--- config.mk ---
export PLATFORM = sky130hd
export DESIGN_NAME = pdw_merge
export DESIGN_NICKNAME = d
export VERILOG_FILES = /design/src/hdl/pdw_pkg.sv /design/src/hdl/pdw_merge.sv
export SDC_FILE = /design/constraint.sdc
export NUM_CORES = 2
export LEC_CHECK = 0
export BUFFER_PORTS_ARGS = -buffer_cell sky130_fd_sc_hd__buf_4
export CORE_MARGIN = 2
export CORE_UTILIZATION = 35
export DETAILED_ROUTE_END_ITERATION = 8
export GPL_ROUTABILITY_DRIVEN = 1
export PLACE_DENSITY = 0.52
export SLEW_MARGIN = 20
export SYNTH_ARGS = -nofsm -noshare
export SYNTH_HDL_FRONTEND = slang
export SYNTH_SLANG_ARGS = --single-unit
--- constraint.sdc ---
create_clock -name clk -period 7 [get_ports clk]
set_input_delay 0.35 -clock clk [delete_from_list [all_inputs] [get_ports clk]]
set_output_delay 0.35 -clock clk [all_outputs]
set_load 0.005 [all_outputs]
--- src/hdl/pdw_pkg.sv ---
// Shared widths, constants and latencies of the four-point delta weight block.
// No dependencies; every other file of the block refers to it by scoped names.
`timescale 1ns / 1ps

package pdw_pkg;

	localparam int IN_W          = 20;
	localparam int IN_FRAC_BITS  = 16;
	localparam int Q             = 24;
	localparam int R_W           = Q + 2;
	localparam int D_W           = Q + 1;
	localparam int ARG_W         = 2 * Q + 2;
	localparam int SQ_STAGES     = ARG_W / 2;
	localparam int ROOT_W        = SQ_STAGES;
	localparam int REM_W         = ROOT_W + 1;
	localparam int NUM_W         = Q + 4;
	localparam int F_W           = Q;
	localparam int W_W           = 22;
	localparam int WEIGHT_MAX    = 2097152;
	localparam int LANE_LAT      = 4 + SQ_STAGES + 1;
	localparam int MERGE_LAT     = 4;
	localparam int TOTAL_LAT     = LANE_LAT + MERGE_LAT;
	localparam int AXES          = 3;

endpackage

--- src/hdl/pdw_merge.sv ---
// Merging stage: multiplies the three axis factors with rounding and saturation.
// Depends on pdw_pkg for the factor and weight widths.
`timescale 1ns / 1ps

module pdw_merge (
	input  logic                     clk,
	input  logic [pdw_pkg::F_W-1:0]  fx,
	input  logic [pdw_pkg::F_W-1:0]  fy,
	input  logic [pdw_pkg::F_W-1:0]  fz,
	output logic [pdw_pkg::W_W-1:0]  weight
);

	localparam int FW = pdw_pkg::F_W;
	localparam int QB = pdw_pkg::Q;
	localparam int PW = 2 * FW;
	localparam int RW = FW - 1;
	localparam int WW = pdw_pkg::W_W;

	localparam logic [PW-1:0] HALF = PW'(1) << (QB - 1);
	localparam logic [PW-1:0] WMAX = PW'(pdw_pkg::WEIGHT_MAX);

	logic [PW-1:0] p1_s1;
	logic [FW-1:0] fz_s1;
	logic [RW-1:0] p1r_s2;
	logic [FW-1:0] fz_s2;
	logic [PW-1:0] p2_s3;
	logic [WW-1:0] weight_s4;
	logic [PW-1:0] sum1;
	logic [PW-1:0] sum2;

	always_comb begin
		sum1 = (p1_s1 + HALF) >> QB;
		sum2 = (p2_s3 + HALF) >> QB;
	end

	always_ff @(posedge clk) begin
		p1_s1  <= PW'(fx) * PW'(fy);
		fz_s1  <= fz;
		p1r_s2 <= sum1[RW-1:0];
		fz_s2  <= fz_s1;
		p2_s3  <= PW'(p1r_s2) * PW'(fz_s2);
		if (sum2 > WMAX) begin
			weight_s4 <= WMAX[WW-1:0];
		end else begin
			weight_s4 <= sum2[WW-1:0];
		end
	end

	assign weight = weight_s4;

endmodule

# == Word level (Yosys, flattened, before mapping) ==
# Index checks and enable logic that the tools add are counted.
# totals
word_cells,11
reg_bits,187
# classes
addsub,2
multipliers,2
order_cmp,1
# op_table
cell,n
47-bit by 24-bit adder with 48-bit output (second input constant),1
47-bit by 24-bit adder with 47-bit output (second input constant),1
23-bit by 24-bit multiplier with 47-bit output,1
24-bit by 24-bit multiplier with 47-bit output,1
24-bit by 22-bit > comparator with 1-bit output (second input constant),1

# == Depth between registers and ports, before layout ==
# logic_depth
ltp_word,2
ltp_mapped,26
ltp_nobuf,24

# == Worst setup path after synthesis ==
# Ideal clock, no wire load.
# synth_timing
path_kind,register to register
from,register p1r_s2[2]
to,register p2_s3[45]
stages_incl_launch_ff,24
period_less_slack_ps,6451
arrival_ps,6331
setup_slack_ps,549
setup_time_ps,119
required_time_ps,6881
cell_sequence,dfxtp_1 > clkbuf_1 > nand2_1 > fa_1 > fa_1 > fa_1 > inv_1 > fa_1 > inv_1 > fa_1 > inv_1 > fa_1 > inv_1 > fa_1 > inv_1 > ha_1 > o21a_1 > o31a_1 > o31ai_1 > a211oi_1 > nor3_1 > a311o_1 > nand3b_1 > xor2_1
# synth_between
elab_chain_len,1
# synth_rtl
item,line,text
start: declaration,pdw_merge.sv:24,logic [RW-1:0] p1r_s2;
start signal: assignment,pdw_merge.sv:39,p1r_s2 <= sum1[RW-1:0];
23-bit by 24-bit multiplier with 47-bit output,pdw_merge.sv:41,p2_s3 <= PW'(p1r_s2) * PW'(fz_s2);
end signal: assignment,pdw_merge.sv:41,
end: declaration,pdw_merge.sv:26,logic [PW-1:0] p2_s3;
# No other way between the ends.
# A chain may end at the register's enable or synchronous reset.

# == Worst setup path after layout ==
# layout_timing
from,register fz_s2[20]
to,register p2_s3[46]
# layout_between
elab_chain_len,1
# layout_rtl
item,line,text
start: declaration,pdw_merge.sv:25,logic [FW-1:0] fz_s2;
start signal: assignment,pdw_merge.sv:40,fz_s2 <= fz_s1;
23-bit by 24-bit multiplier with 47-bit output,pdw_merge.sv:41,
# No other way between the ends.

==> out/summary.md <==
The die covers 116000 sq um. The tools report the beginning of the worst hold path as fz[9]. Critical path endpoint category: a flip-flop. Total track usage: 0.188.

Counting every net in the synthesized netlist gives 5746. The part of the cycle the worst path needs was 0.957. The synthesized-area fraction occupied by ao, oa, aoi and oai cells came out at 0.0372. The number of fill cells in the layout came out at 11500. The path type of the worst setup path was flip-flop to flip-flop.

After synthesis, the largest family of logic cells by area is adder cells. The portion of synthesized cell area occupied by the leading cell type is 0.472. In the synthesized netlist the dominant register cell turns out to be dfxtp_1. The number of sinks driven by the clock tree is 141, and the routed metal-1 wire length is 49.2 mm. The endpoint identified for the worst register-to-register timing path is p2_s3[46]$_DFF_P_. The logs give 47.5 mm for the met2 wire length and 31300 for the via count of the first global-routing pass. For the part of the Yosys area used for sequential elements, the log shows 0.0709.

The initial cell density of the core was 0.353; the post-synthesis to final-layout area growth was 9.77%. The tools report the synthesized instance count as 4398. Buffers placed on the I/O ports in this run total 94.

The number of endpoints with negative hold slack in the final report is 0. The number of warnings printed during yosys synthesis is 0, and the largest driver fanout on the critical path is 14. Number of synthesized flops with an enable pin: 0.

The final period demand of the worst path was 6.70 ns; the share of synthesized area spent on multiplexers was 0.000880. The cell with the most instances after synthesis was inv_1. The first routing iteration left 1306 violations. For this block, the via count after detailed routing is 28100. The placeable core region was 113000 sq um; the least setup slack across all paths after layout was 0.298 ns.

Counting distinct cell types in the post-synthesis netlist gives 63. The first global-routing pass estimated 172 mm of wire. For the worst setup path, the data required time is 7.40 ns. The highest layer touched by signal routing is met4. Clock-pin slew was measured on the worst setup and hold paths at 0.07 ns. The tools report the number of pins with negative max-slew slack in the final report as 0. The run finished with clean final reports. The worst flop-to-flop path startpoint is fz_s2[20]$_DFF_P_. The cell depth of the worst min-delay path came out at 1. From left edge to right edge, the die measures 341 um. The proportion of synthesized flip-flops having asynchronous set or reset came out at 0.

The actual slew at the worst max-slew pin is 0.679 ns. During I/O placement, the number of pins put on the boundary was 95. The tightest hold path in the finished design has a slack of 0.0507 ns.

The tools report the clock root buffer as clkbuf_16. Of all cell types, the one taking the most synthesized area is fa_1. STA classifies the critical path startpoint as a flip-flop. The register area is 2860 sq um. The run gives 0.845 as the routability-driven placement congestion ratio. After synthesis, the mean cell area works out to 9.05 sq um. The CTS H-tree depth is 4. The number of antenna violations at the first check in global routing came out at 2.

The hold-critical path endpoint was fz_s1[9]$_DFF_P_. The number of cells on the worst reg-to-reg path is 20. The maximum clock skew at final layout came out at 0.0113 ns. In this run the cell area of the synthesized design comes to 39800 sq um. The run gives 123 as the standard-cell row count. The adder-cell area share of the yosys netlist is 0.578.

Number of buffers created by CTS: 17. By count the netlist is led by inv_1 (1060), fa_1 (938), nand2_1 (661). The synthesized-area fraction occupied by xor and xnor cells came out at 0.0209. The detailed-routing iteration count for the pre-antenna-repair pass was 5; the detail-routed via count per cell was 4.69. The worst min-delay path class was input port to flip-flop. TritonCTS built the clock tree. Entering global routing, the biggest net connects 25 pins.

The run gives 2 as the number of buffers on the longest clock path. The number of nets in the final layout was 5826; the post-detailed-route DRC marker count was 0. The average wire per cell in the routed design was 17.4 um; the upper clock frequency limit was 149 MHz.

Sorting the synthesized cells by area gives the leading types as fa_1 (47%), ha_1 (11%), inv_1 (10%). OpenSTA, run right after detailed placement, puts the worst setup slack at -0.353 ns. The layout cell share with drive strength beyond 1 is 0.0715. The count of state elements after synthesis came out at 141. Summing all multi-input logic gate instances after layout gives 32300 sq um. The total length of routed met3 wires is 5.74 mm, and the register-to-register setup slack is 0.30 ns. The die is 341 um tall.

The setup violation total in the final timing report is 0. The simple-gate area share of the yosys netlist is 0.173. The logs give 87.5 mm for the half-perimeter wire length after detailed placement and 0.48 ns for the latest clock arrival within the worst-skew pair.

The run gives 0.546 as the headroom to the max-slew limit. The tools report the arrival time at the worst endpoint as 7.10 ns. The count of nets left with antenna violations once routing finished came out at 0. After detailed routing, the total wire length is 104 mm.

Summed over all layers, the global routing overflow is 0. The count of maximum capacitance violations is 0.
[through the flow]
| step | instance area, sq um | std cells | setup TNS [ns] | utilization |
|---|---|---|---|---|
| 6_report | 43700 | 5993 | 0 | 0.388 |
| 4_1_cts | 43600 | 5991 | 0 | 0.387 |
| 2_1_floorplan | 39800 | 4398 | 0 | - |
| 3_5_place_dp | 42800 | 5937 | -2.46 | 0.380 |
| 5_1_grt | 43700 | 5992 | -0.00199 | 0.388 |
| 3_3_place_gp | 42800 | 5937 | -2.24 | 0.380 |
[cell type report]
cell class                      instances  share of cell area
Timing Repair Buffer                  263              0.0488
Multi-Input combinational cell       2995               0.739
Sequential cell                       141              0.0654
Clock buffer                           17             0.00973
Tap cell                             1500              0.0429
Inverter                             1060              0.0910
Clock inverter                         15             0.00324
Antenna cell                            2            0.000115
[flip-flops by register name (all words and copies together) (netlist names)]
register / count
weight: 22
fz_s2: 24
p1r_s2: 23
p1_s1: 24
p2_s3: 24
fz_s1: 24
[critical path: stages (launching register included)]
cell,delay [ns]
dfxtp_1,0.54
buf_4,0.21
buf_4,0.22
and2_1,0.18
fa_1,0.46
fa_1,0.54
inv_1,0.05
fa_1,0.48
fa_1,0.58
inv_1,0.06
fa_1,0.44
fa_1,0.51
fa_1,0.41
ha_1,0.41
nand4_1,0.23
a211oi_2,0.38
buf_4,0.19
nor3_2,0.06
a311o_1,0.41
a21o_1,0.17
o211ai_1,0.08
[layer usage]
| layer | global-route usage | up-vias |
|---|---|---|
| met3 | 0.0335 | 111 |
| met2 | 0.301 | 652 |
| met5 | 0 | - |
| met4 | 0.0452 | 0 |
| li1 | - | 13000 |
| met1 | 0.264 | 14400 |
[logic make-up after synthesis]
kind of cell             count (synthesis)
XOR/XNOR                                95
flip-flops                             141
multiplexers                             3
AND/OR/NAND/NOR                       1390
buffers and inverters                 1262
AO/OA/AOI/OAI                          232
adder cells (fa/ha/maj)               1275
[worst max-delay path by stage]
stage / start / end / slack (ns) / cells past startpoint
finish: fz_s2[20]$_DFF_P_ / p2_s3[46]$_DFF_P_ / 0.30 / 20
global route: p1r_s2[7]$_DFF_P_ / p2_s3[45]$_DFF_P_ / -0.002 / 23
CTS: fz_s2[15]$_DFF_P_ / p2_s3[46]$_DFF_P_ / 0.03 / 22
detailed placement: fz_s2[7]$_DFF_P_ / p2_s3[46]$_DFF_P_ / -0.35 / 23
global placement: fz_s2[7]$_DFF_P_ / p2_s3[43]$_DFF_P_ / -0.33 / 21
floorplan: p1r_s2[2]$_DFF_P_ / p2_s3[45]$_DFF_P_ / 0.55 / 23
[what timing repair did]
action	CTS	global route
pin swaps	0	3
hold endpoints to repair	22	0
gates resized for setup	8	23
endpoints found under the setup margin	13	14
cloned	0	0
hold buffers	22	0
setup buffers	0	0
[placed cells by master, fill, tap and decap left out, types with 4 or more instances in the layout]
cell,instances
xnor2_1,61
a31oi_1,9
a21oi_1,71
o22ai_1,5
o21a_1,8
o31ai_1,5
nand2b_1,11
nor4_1,4
nor2_1,59
dlygate4sd3_1,22
and3_1,12
o21bai_1,5
nand3_1,36
dfxtp_2,18
and2_1,518
clkbuf_16,17
nor3_1,13
and4_1,11
dfxtp_1,120
a21o_1,33
buf_4,232
nand2_1,661
fa_1,938
xor2_1,34
a211oi_1,11
ha_1,336
inv_6,9
nor2_2,10
nand4_1,24
o211ai_1,10
buf_12,8
o21ai_0,46
nand3b_1,4
nor2b_1,10
inv_1,1060
Power is left out: the tool's default activity adds up to more than one toggle a clock period on the data nets, which glitch-free logic cannot reach.
