[src/hdl/pdw_pkg.sv]
// Shared widths, constants and latencies of the four-point delta weight block.
// No dependencies; every other file of the block refers to it by scoped names.
`timescale 1ns / 1ps

package pdw_pkg;

	localparam int IN_W          = 20;
	localparam int IN_FRAC_BITS  = 16;
	localparam int Q             = 24;
	localparam int R_W           = Q + 2;
	localparam int D_W           = Q + 1;
	localparam int ARG_W         = 2 * Q + 2;
	localparam int SQ_STAGES     = ARG_W / 2;
	localparam int ROOT_W        = SQ_STAGES;
	localparam int REM_W         = ROOT_W + 1;
	localparam int NUM_W         = Q + 4;
	localparam int F_W           = Q;
	localparam int W_W           = 22;
	localparam int WEIGHT_MAX    = 2097152;
	localparam int LANE_LAT      = 4 + SQ_STAGES + 1;
	localparam int MERGE_LAT     = 4;
	localparam int TOTAL_LAT     = LANE_LAT + MERGE_LAT;
	localparam int AXES          = 3;

endpackage

[src/hdl/pdw_isqrt.sv]
// Pipelined floor integer square root, one result bit per stage.
// Depends on pdw_pkg for the radicand and root widths.
`timescale 1ns / 1ps

module pdw_isqrt (
	input  logic                       clk,
	input  logic [pdw_pkg::ARG_W-1:0]  arg,
	output logic [pdw_pkg::ROOT_W-1:0] root
);

	localparam int STAGES = pdw_pkg::SQ_STAGES;
	localparam int AW     = pdw_pkg::ARG_W;
	localparam int RW     = pdw_pkg::ROOT_W;
	localparam int MW     = pdw_pkg::REM_W;

	logic [AW-1:0] rad_q  [0:STAGES-1];
	logic [MW-1:0] rem_q  [0:STAGES-1];
	logic [RW-1:0] root_q [0:STAGES-1];

	genvar i;
	generate
		for (i = 0; i < STAGES; i++) begin : g_stage
			logic [AW-1:0] rad_in;
			logic [MW-1:0] rem_in;
			logic [RW-1:0] root_in;
			logic [MW+1:0] cand;
			logic [MW+1:0] trial;
			logic          take;

			if (i == 0) begin : g_first
				assign rad_in  = arg;
				assign rem_in  = '0;
				assign root_in = '0;
			end else begin : g_next
				assign rad_in  = rad_q[i-1];
				assign rem_in  = rem_q[i-1];
				assign root_in = root_q[i-1];
			end

			always_comb begin
				cand  = {rem_in, rad_in[AW-1:AW-2]};
				trial = (MW+2)'({root_in, 2'b01});
				take  = (cand >= trial);
			end

			always_ff @(posedge clk) begin
				rad_q[i] <= rad_in << 2;
				if (take) begin
					rem_q[i]  <= MW'(cand - trial);
					root_q[i] <= {root_in[RW-2:0], 1'b1};
				end else begin
					rem_q[i]  <= MW'(cand);
					root_q[i] <= {root_in[RW-2:0], 1'b0};
				end
			end
		end
	endgenerate

	assign root = root_q[STAGES-1];

endmodule

[src/hdl/pdw_lane.sv]
// One axis lane: magnitude, square-root argument, square root and kernel factor.
// Depends on pdw_pkg and instantiates pdw_isqrt.
`timescale 1ns / 1ps

module pdw_lane #(
	parameter int IN_FRAC_BITS = pdw_pkg::IN_FRAC_BITS
) (
	input  logic                            clk,
	input  logic signed [pdw_pkg::IN_W-1:0] rel,
	output logic [pdw_pkg::F_W-1:0]         factor
);

	localparam int IW     = pdw_pkg::IN_W;
	localparam int QB     = pdw_pkg::Q;
	localparam int RW     = pdw_pkg::R_W;
	localparam int DW     = pdw_pkg::D_W;
	localparam int AW     = pdw_pkg::ARG_W;
	localparam int NW     = pdw_pkg::NUM_W;
	localparam int FW     = pdw_pkg::F_W;
	localparam int STAGES = pdw_pkg::SQ_STAGES;
	localparam int SH     = QB - IN_FRAC_BITS;
	localparam int WIDE_W = IW + QB;

	localparam logic [RW-1:0]        TWO_IN = RW'(2) << IN_FRAC_BITS;
	localparam logic [RW:0]          ONE_Q  = (RW+1)'(1) << QB;
	localparam logic [RW:0]          THR_Q  = (RW+1)'(3) << QB;
	localparam logic [AW-1:0]        TWO_SQ = AW'(2) << (2 * QB);
	localparam logic signed [NW-1:0] NUM3   = NW'(3) << QB;
	localparam logic signed [NW-1:0] NUM5   = NW'(5) << QB;

	logic [IW-1:0]     mag;
	logic [WIDE_W-1:0] wide;
	logic [RW:0]       twor;
	logic [RW:0]       dfull;

	logic [RW-1:0]  r24_s1, r24_s2, r24_s3, r24_s4;
	logic           inner_s1, inner_s2, inner_s3, inner_s4;
	logic           zero_s1, zero_s2, zero_s3, zero_s4;
	logic [DW-1:0]  d_s2;
	logic [AW-1:0]  dd_s3;
	logic [AW-1:0]  arg_s4;

	logic [RW-1:0]  r24_q   [0:STAGES-1];
	logic           inner_q [0:STAGES-1];
	logic           zero_q  [0:STAGES-1];

	logic [pdw_pkg::ROOT_W-1:0] root;
	logic signed [NW-1:0]       num;
	logic signed [NW-1:0]       rnd;
	logic [FW-1:0]              factor_q;

	always_comb begin
		mag  = rel[IW-1] ? (~rel + IW'(1)) : rel;
		wide = WIDE_W'(mag) << SH;
		twor = {r24_s1, 1'b0};
		if (inner_s1) begin
			dfull = (twor >= ONE_Q) ? (twor - ONE_Q) : (ONE_Q - twor);
		end else begin
			dfull = (twor >= THR_Q) ? (twor - THR_Q) : (THR_Q - twor);
		end
		if (dfull > ONE_Q) begin
			dfull = ONE_Q;
		end
	end

	always_ff @(posedge clk) begin
		r24_s1   <= wide[RW-1:0];
		zero_s1  <= (RW'(mag) > TWO_IN);
		inner_s1 <= (wide[RW-1:0] <= ONE_Q[RW-1:0]);

		d_s2     <= dfull[DW-1:0];
		r24_s2   <= r24_s1;
		inner_s2 <= inner_s1;
		zero_s2  <= zero_s1;

		dd_s3    <= AW'(d_s2) * AW'(d_s2);
		r24_s3   <= r24_s2;
		inner_s3 <= inner_s2;
		zero_s3  <= zero_s2;

		arg_s4   <= TWO_SQ - dd_s3;
		r24_s4   <= r24_s3;
		inner_s4 <= inner_s3;
		zero_s4  <= zero_s3;
	end

	always_ff @(posedge clk) begin
		r24_q[0]   <= r24_s4;
		inner_q[0] <= inner_s4;
		zero_q[0]  <= zero_s4;
		for (int k = 1; k < STAGES; k++) begin
			r24_q[k]   <= r24_q[k-1];
			inner_q[k] <= inner_q[k-1];
			zero_q[k]  <= zero_q[k-1];
		end
	end

	pdw_isqrt u_isqrt (
		.clk  (clk),
		.arg  (arg_s4),
		.root (root)
	);

	always_comb begin
		if (inner_q[STAGES-1]) begin
			num = NUM3 - $signed(NW'({r24_q[STAGES-1], 1'b0})) + $signed(NW'(root));
		end else begin
			num = NUM5 - $signed(NW'({r24_q[STAGES-1], 1'b0})) - $signed(NW'(root));
		end
		rnd = (num + NW'(4)) >>> 3;
	end

	always_ff @(posedge clk) begin
		if (zero_q[STAGES-1] || num[NW-1]) begin
			factor_q <= '0;
		end else begin
			factor_q <= rnd[FW-1:0];
		end
	end

	assign factor = factor_q;

endmodule

[config.mk]
export PLATFORM = sky130hd
export DESIGN_NAME = pdw_lane
export DESIGN_NICKNAME = d
export VERILOG_FILES = /design/src/hdl/pdw_pkg.sv /design/src/hdl/pdw_isqrt.sv /design/src/hdl/pdw_lane.sv
export SDC_FILE = /design/constraint.sdc
export NUM_CORES = 2
export LEC_CHECK = 0
export ABC_CLOCK_PERIOD_IN_PS = 11300
export BUFFER_PORTS_ARGS = -buffer_cell sky130_fd_sc_hd__buf_2
export CAP_MARGIN = 0
export CORE_AREA = 2 2 373 375
export CTS_CLUSTER_DIAMETER = 30
export DETAILED_ROUTE_END_ITERATION = 16
export DIE_AREA = 0 0 375 377
export PLACE_DENSITY = 0.75
export REMOVE_ABC_BUFFERS = 1
export SLEW_MARGIN = 20
export SYNTH_ARGS = -nofsm -noshare
export SYNTH_HDL_FRONTEND = slang
export SYNTH_HIERARCHICAL = 1
export SYNTH_SLANG_ARGS = --single-unit
[constraint.sdc]
create_clock -name clk -period 11.3 [get_ports clk]
set_input_delay 0.565 -clock clk [delete_from_list [all_inputs] [get_ports clk]]
set_output_delay 0.565 -clock clk [all_outputs]
set_load 0.01 [all_outputs]
== Word-level counts from Yosys, hierarchy flattened ==
Memories as Yosys holds them, arrays and structs flattened.
Index checks and enable logic that the tools add are counted.

* Memory bits (read-only): 0
* Latch bits: 0
* Logic and storage cells: 271
* Memories: 6
* Memory bits (writable): 3,175
* Flip-flop bits (word level): 229

* Reduce and logical (&&, ||, !) cells: 1
* Eq/ne operators: 0
* $add $sub $neg: 36
* Bitwise operators: 51
* Shifts and indexed selects: 0
* Mux-type cells: 130
* Div/mod/pow operators: 0
* Multipliers: 1
* Order comparisons: 30

{| class="wikitable"
|+ Memory list
! memory !! depth !! bits a word !! rd ports !! clocked after Yosys merged registers in !! wr ports !! RTL line !! text
|-
| u_isqrt.rad_q || 25 || 48 || 24 || 0 || 25 || pdw_isqrt.sv:16 || <nowiki>logic [AW-1:0] rad_q [0:STAGES-1];</nowiki>
|-
| r24_q || 25 || 26 || 25 || 0 || 25 || pdw_lane.sv:43 || <nowiki>logic [RW-1:0] r24_q [0:STAGES-1];</nowiki>
|-
| u_isqrt.rem_q || 25 || 26 || 24 || 0 || 25 || pdw_isqrt.sv:17 || <nowiki>logic [MW-1:0] rem_q [0:STAGES-1];</nowiki>
|-
| u_isqrt.root_q || 25 || 25 || 25 || 0 || 25 || pdw_isqrt.sv:18 || <nowiki>logic [RW-1:0] root_q [0:STAGES-1];</nowiki>
|-
| inner_q || 25 || 1 || 25 || 0 || 25 || pdw_lane.sv:44 || <nowiki>logic inner_q [0:STAGES-1];</nowiki>
|-
| zero_q || 25 || 1 || 25 || 0 || 25 || pdw_lane.sv:45 || <nowiki>logic zero_q [0:STAGES-1];</nowiki>
|}

{| class="wikitable"
|+ Operators by type and width
! kind !! number
|-
| 28-bit by 27-bit >= comparator with 1-bit output || 24
|-
| 26-bit two-way mux || 25
|-
| 25-bit two-way mux || 25
|-
| 26-bit subtractor || 24
|-
| 27-bit two-way mux || 3
|-
| 1-bit two-way mux || 75
|-
| 25-bit by 25-bit multiplier with 50-bit output || 1
|-
| 1-bit OR || 50
|-
| 50-bit subtractor (first input constant) || 1
|-
| 28-bit by 26-bit adder with 28-bit output || 1
|-
| 28-bit two-way mux || 1
|-
| 26-bit by 27-bit subtractor with 28-bit output (first input constant) || 1
|-
| 27-bit by 27-bit subtractor with 28-bit output (first input constant) || 1
|-
| 28-bit by 26-bit subtractor with 28-bit output || 1
|-
| 27-bit by 4-bit adder with 27-bit output (second input constant) || 1
|-
| 27-bit by 25-bit >= comparator with 1-bit output (second input constant) || 1
|-
| 27-bit by 26-bit >= comparator with 1-bit output (second input constant) || 1
|-
| 27-bit by 25-bit greater-than comparator with 1-bit output (second input constant) || 1
|-
| 25-bit by 27-bit subtractor with 27-bit output (first input constant) || 1
|-
| 26-bit by 27-bit subtractor with 27-bit output (first input constant) || 1
|-
| 27-bit by 25-bit subtractor with 27-bit output (second input constant) || 1
|-
| 27-bit by 26-bit subtractor with 27-bit output (second input constant) || 1
|-
| 26-bit by 25-bit <= comparator with 1-bit output (second input constant) || 1
|-
| 20-bit by 2-bit adder with 20-bit output (second input constant) || 1
|-
| other kinds (6) || 6
|}

== Logic depth before layout (Yosys ltp) ==
An unclocked memory read counts as a cell.

* Word-level depth: 5
* Gate-level depth with buffers: 28

== Modules after synthesis ==
The synthesis kept the hierarchy.

{| class="wikitable"
|+ Modules (own cells, without submodules)
! module !! instances !! area an instance (um^2) !! cells each
|-
| pdw_isqrt || 1 || 54,456.0 || 5,289
|-
| pdw_lane || 1 || 27,252.4 || 2,384
|}

== Worst setup path before layout ==
No wires, ideal clock.

* Path type: register -> register
* Start point: reg d_s2[13]
* End point: reg dd_s3[47]
* Stages on the path, launching flop included: 23
* Path slack: 4.825 ns
* Period minus slack after synthesis: 6.475 ns
* Path buffers: 2
* Data arrival time: 6.403 ns
* Cell sequence: dfxtp_1 -> clkbuf_1 -> clkbuf_1 -> nand2_1 -> fa_1 -> fa_1 -> inv_1 -> fa_1 -> fa_1 -> fa_1 -> fa_1 -> ha_1 -> ha_1 -> and3_1 -> and3_1 -> a311oi_1 -> o21a_1 -> o21ai_0 -> nand4_1 -> a21boi_0 -> o21ai_0 -> nor2b_1 -> xnor2_1

* Longest elaborated chain between the ends: 1

{| class="wikitable"
|+ RTL lines
! item !! RTL line !! text
|-
| start: declaration || pdw_lane.sv:39 || <nowiki>logic [DW-1:0] d_s2;</nowiki>
|-
| start signal: assignment || pdw_lane.sv:71 || <nowiki>d_s2 <= dfull[DW-1:0];</nowiki>
|-
| 25-bit by 25-bit multiplier with 50-bit output || pdw_lane.sv:76 || <nowiki>dd_s3 <= AW'(d_s2) * AW'(d_s2);</nowiki>
|-
| end signal: assignment || pdw_lane.sv:76 ||
|-
| end: declaration || pdw_lane.sv:40 || <nowiki>logic [AW-1:0] dd_s3;</nowiki>
|}

No other way between the ends.
A chain may end at the register's enable or synchronous reset.

== Worst setup path in the final report ==
* Start point: reg d_s2[11]
* End point: reg dd_s3[47]

The elaborated chain is that of the path after synthesis.

==> impl_metrics.json <==
{
  "vdd.ir_drop.worst_uv": 186.0,
  "slew_headroom_pct": 37.29,
  "period_needed_ps": 7433,
  "start_util_pct": 59.65,
  "critPathCaptureType": "register",
  "multi_input_area_mm2": 0.03451,
  "p_total_mw": 27.37,
  "numCtsBuffers": 347,
  "drive_gt1_share_pct": 9.464,
  "cts_max_level": 5,
  "hold_buffers": 21,
  "synth_flop_cell": "dfxtp_1",
  "outcome": "finished clean",
  "synth.largest_area_cell": "dfxtp_1",
  "synth-edff-count": 0,
  "worstPathArrival_ps": 8200,
  "final_max_slew_viol_count": 0,
  "antenna_left": 0,
  "ys_warn_count": 6,
  "crit_top_cell": "inv_1",
  "yosysSeqAreaShare_pct": 53.80,
  "dpl.hpwl_um": 116600,
  "drt_iter0_drc": 3089,
  "crit_required_ps": 12070,
  "cts_tree": "yes",
  "hold_path.class": "primary input to register",
  "cts_root_buffer": "clkbuf_16",
  "mostFrequentLayoutCell": "dfxtp_1",
  "ioPinCount": 45,
  "fmax_ghz": 0.1345,
  "setup_viol": 0,
  "die_h_um": 377,
  "critPathSlowestCell": "dfxtp_1",
  "placed_area_mm2": 0.08393,
  "cts.sinks": 2196,
  "grt_max_degree": 47,
  "ys_types": 101,
  "post_cts_buffers": 0,
  "tns_ps": 0,
  "via_count": 53803,
  "ys_ff_latch": 2196,
  "synth_top_area_share_pct": 53.80,
  "clk_pin_slew_worst_paths_ps": 50,
  "routedWlPerCell_um": 16.89,
  "critical_path_class": "register to register",
  "io_buffer_count": 44,
  "coreArea_mm2": 0.1370,
  "overflow": 0,
  "gp_congestion": 0.9229,
  "mostFrequentLayoutCells": "dfxtp_1 (2196), inv_1 (759), ha_1 (598)",
  "grt_pass1_vias": 55829,
  "insertion_delay_ps": 910,
  "synth_area_leaders": "dfxtp_1 (54%), ha_1 (9.2%), fa_1 (4.1%)",
  "drc": 0,
  "fp.dieW_um": 375,
  "syn2layout_area_growth_pct": 17.78,
  "hp-start": "rel[19]",
  "cts_resized": 0,
  "final_nets": 8780,
  "finalHoldViolCount": 0,
  "cts.path.max_buffers": 4,
  "async_flop_share_pct": 0,
  "routed_wirelength_um": 169900,
  "fp-row-count": 136,
  "crit_path_max_fanout": 16,
  "layout_worst_path_cycle_share_pct": 65.78,
  "die-area_mm2": 0.1414,
  "synth_area_per_cell_um2": 10.65,
  "cpPeakStageDelay_ps": 830,
  "syn-instance-count": 7673,
  "maxCapViolations": 0,
  "critPathLaunchType": "register",
  "finalInstanceArea_mm2": 0.09624,
  "antenna_found_initial": 4,
  "dr.pass1.iters": 10,
  "rsz0062_at_grt": "false",
  "leakage_nw": 45.74,
  "grt_pass1_wl_um": 277400,
  "regArea_mm2": 0.04396,
  "nFillCells": 9423,
  "crit_start": "d_s2[11]",
  "via_per_inst": 5.347,
  "r2r_start": "d_s2[11]",
  "syn-cell-area_mm2": 0.08171,
  "worst_pin_slew_ps": 917.0,
  "clock_skew_ps": 83.08,
  "p_per_area_mw_per_mm2": 284.4,
  "grt_usage_pct": 24.05
}
## final timing paths
check                              end  cells past startpoint  slack, ps
setup / recovery             dd_s3[47]                     26       3870
hold / removal              r24_s1[13]                      3        130
setup reg to reg             dd_s3[47]                     26       3870
hold reg to reg   u_isqrt/rad_q[0][47]                      0        260
## cells by family (layout without fill, tap and decap cells)
family	Yosys count	count (layout)	share of synthesized area [%]
flip-flops	2196	2196	53.80
AND/OR/NAND/NOR	1812	1812	11.07
AO/OA/AOI/OAI	1334	1334	10.35
buffers and inverters	889	1462	4.119
adder cells (fa/ha/maj)	764	764	13.22
XOR/XNOR	605	605	6.485
multiplexers	71	71	0.9402
other	2	25	0.009191
## metrics by stage
step / setup slack [ps] / hold slack (ps) / cells / utilization, %
final: 3867 / 133.1 / 10063 / 70.26
after global routing: 3428 / 127.0 / 10062 / 70.25
after CTS: 3916 / 67.50 / 10056 / 70.23
after detailed placement: 3920 / 312.1 / 9418 / 61.27
after global placement: 3977 / 309.6 / 9418 / 61.27
after floorplan: 5034 / 309.6 / 7561 / -
## layer usage
layer	global-route usage [%]	part of all wire, %	vias up	routed length [µm]
met2	45.06	52	1305	88920
met4	11.77	4.5	0	7709
met1	26.26	40	25413	67210
met5	0	0	-	0
met3	3.788	3.6	517	6093
li1	-	-	26568	-
## final cells by class
class	instances	share of cell area (%)
timing repair buffer	85	0.6072
clock inverter	208	2.812
clock buffer	409	9.731
sequential	2196	45.68
multi-input combinational	4605	35.86
antenna	6	0.01560
inverter	760	2.964
tap	1794	2.332
## where the power goes
group | internal (mW) | total (mW) | switching [mW]
logic | 2.44 | 5.65 | 3.20
registers | 9.71 | 11.0 | 1.27
clock network | 7.00 | 10.7 | 3.74
total | 19.2 | 27.4 | 8.21
## worst max-delay path: cells and delay by family (launching register included)
family	cells	cell delay (ps)
buffers and inverters	7	600
flip-flops	1	830
AO/OA/AOI/OAI	6	1640
XOR/XNOR	1	120
adder cells (fa/ha/maj)	8	3510
AND/OR/NAND/NOR	4	650
## state kept, by name, summed over array words and instances (netlist names), 25 cells and up
register,flops
u_isqrt/rad_q,600
arg_s4,31
zero_q,25
r24_q,450
dd_s3,31
u_isqrt/rem_q,589
u_isqrt/root_q,325
inner_q,25
## cell usage after synthesis (35+ instances only)
master,count
nor2b_1,63
o21a_1,83
ha_1,598
or3_1,76
dfxtp_1,2196
a21oi_1,354
or2_2,38
nor3_1,149
inv_1,759
a211oi_1,35
fa_1,166
nor4_1,87
clkbuf_1,110
xnor2_1,289
and3_1,42
nand4_1,57
and2_1,72
a31oi_1,42
nand2_1,501
nor2_1,409
nand2b_1,96
mux2_2,46
o31ai_1,38
o21ai_0,362
nand3_1,88
xor2_1,316
a21o_1,164
or4_1,49
Note: power is estimated with default switching activity, not from simulation.
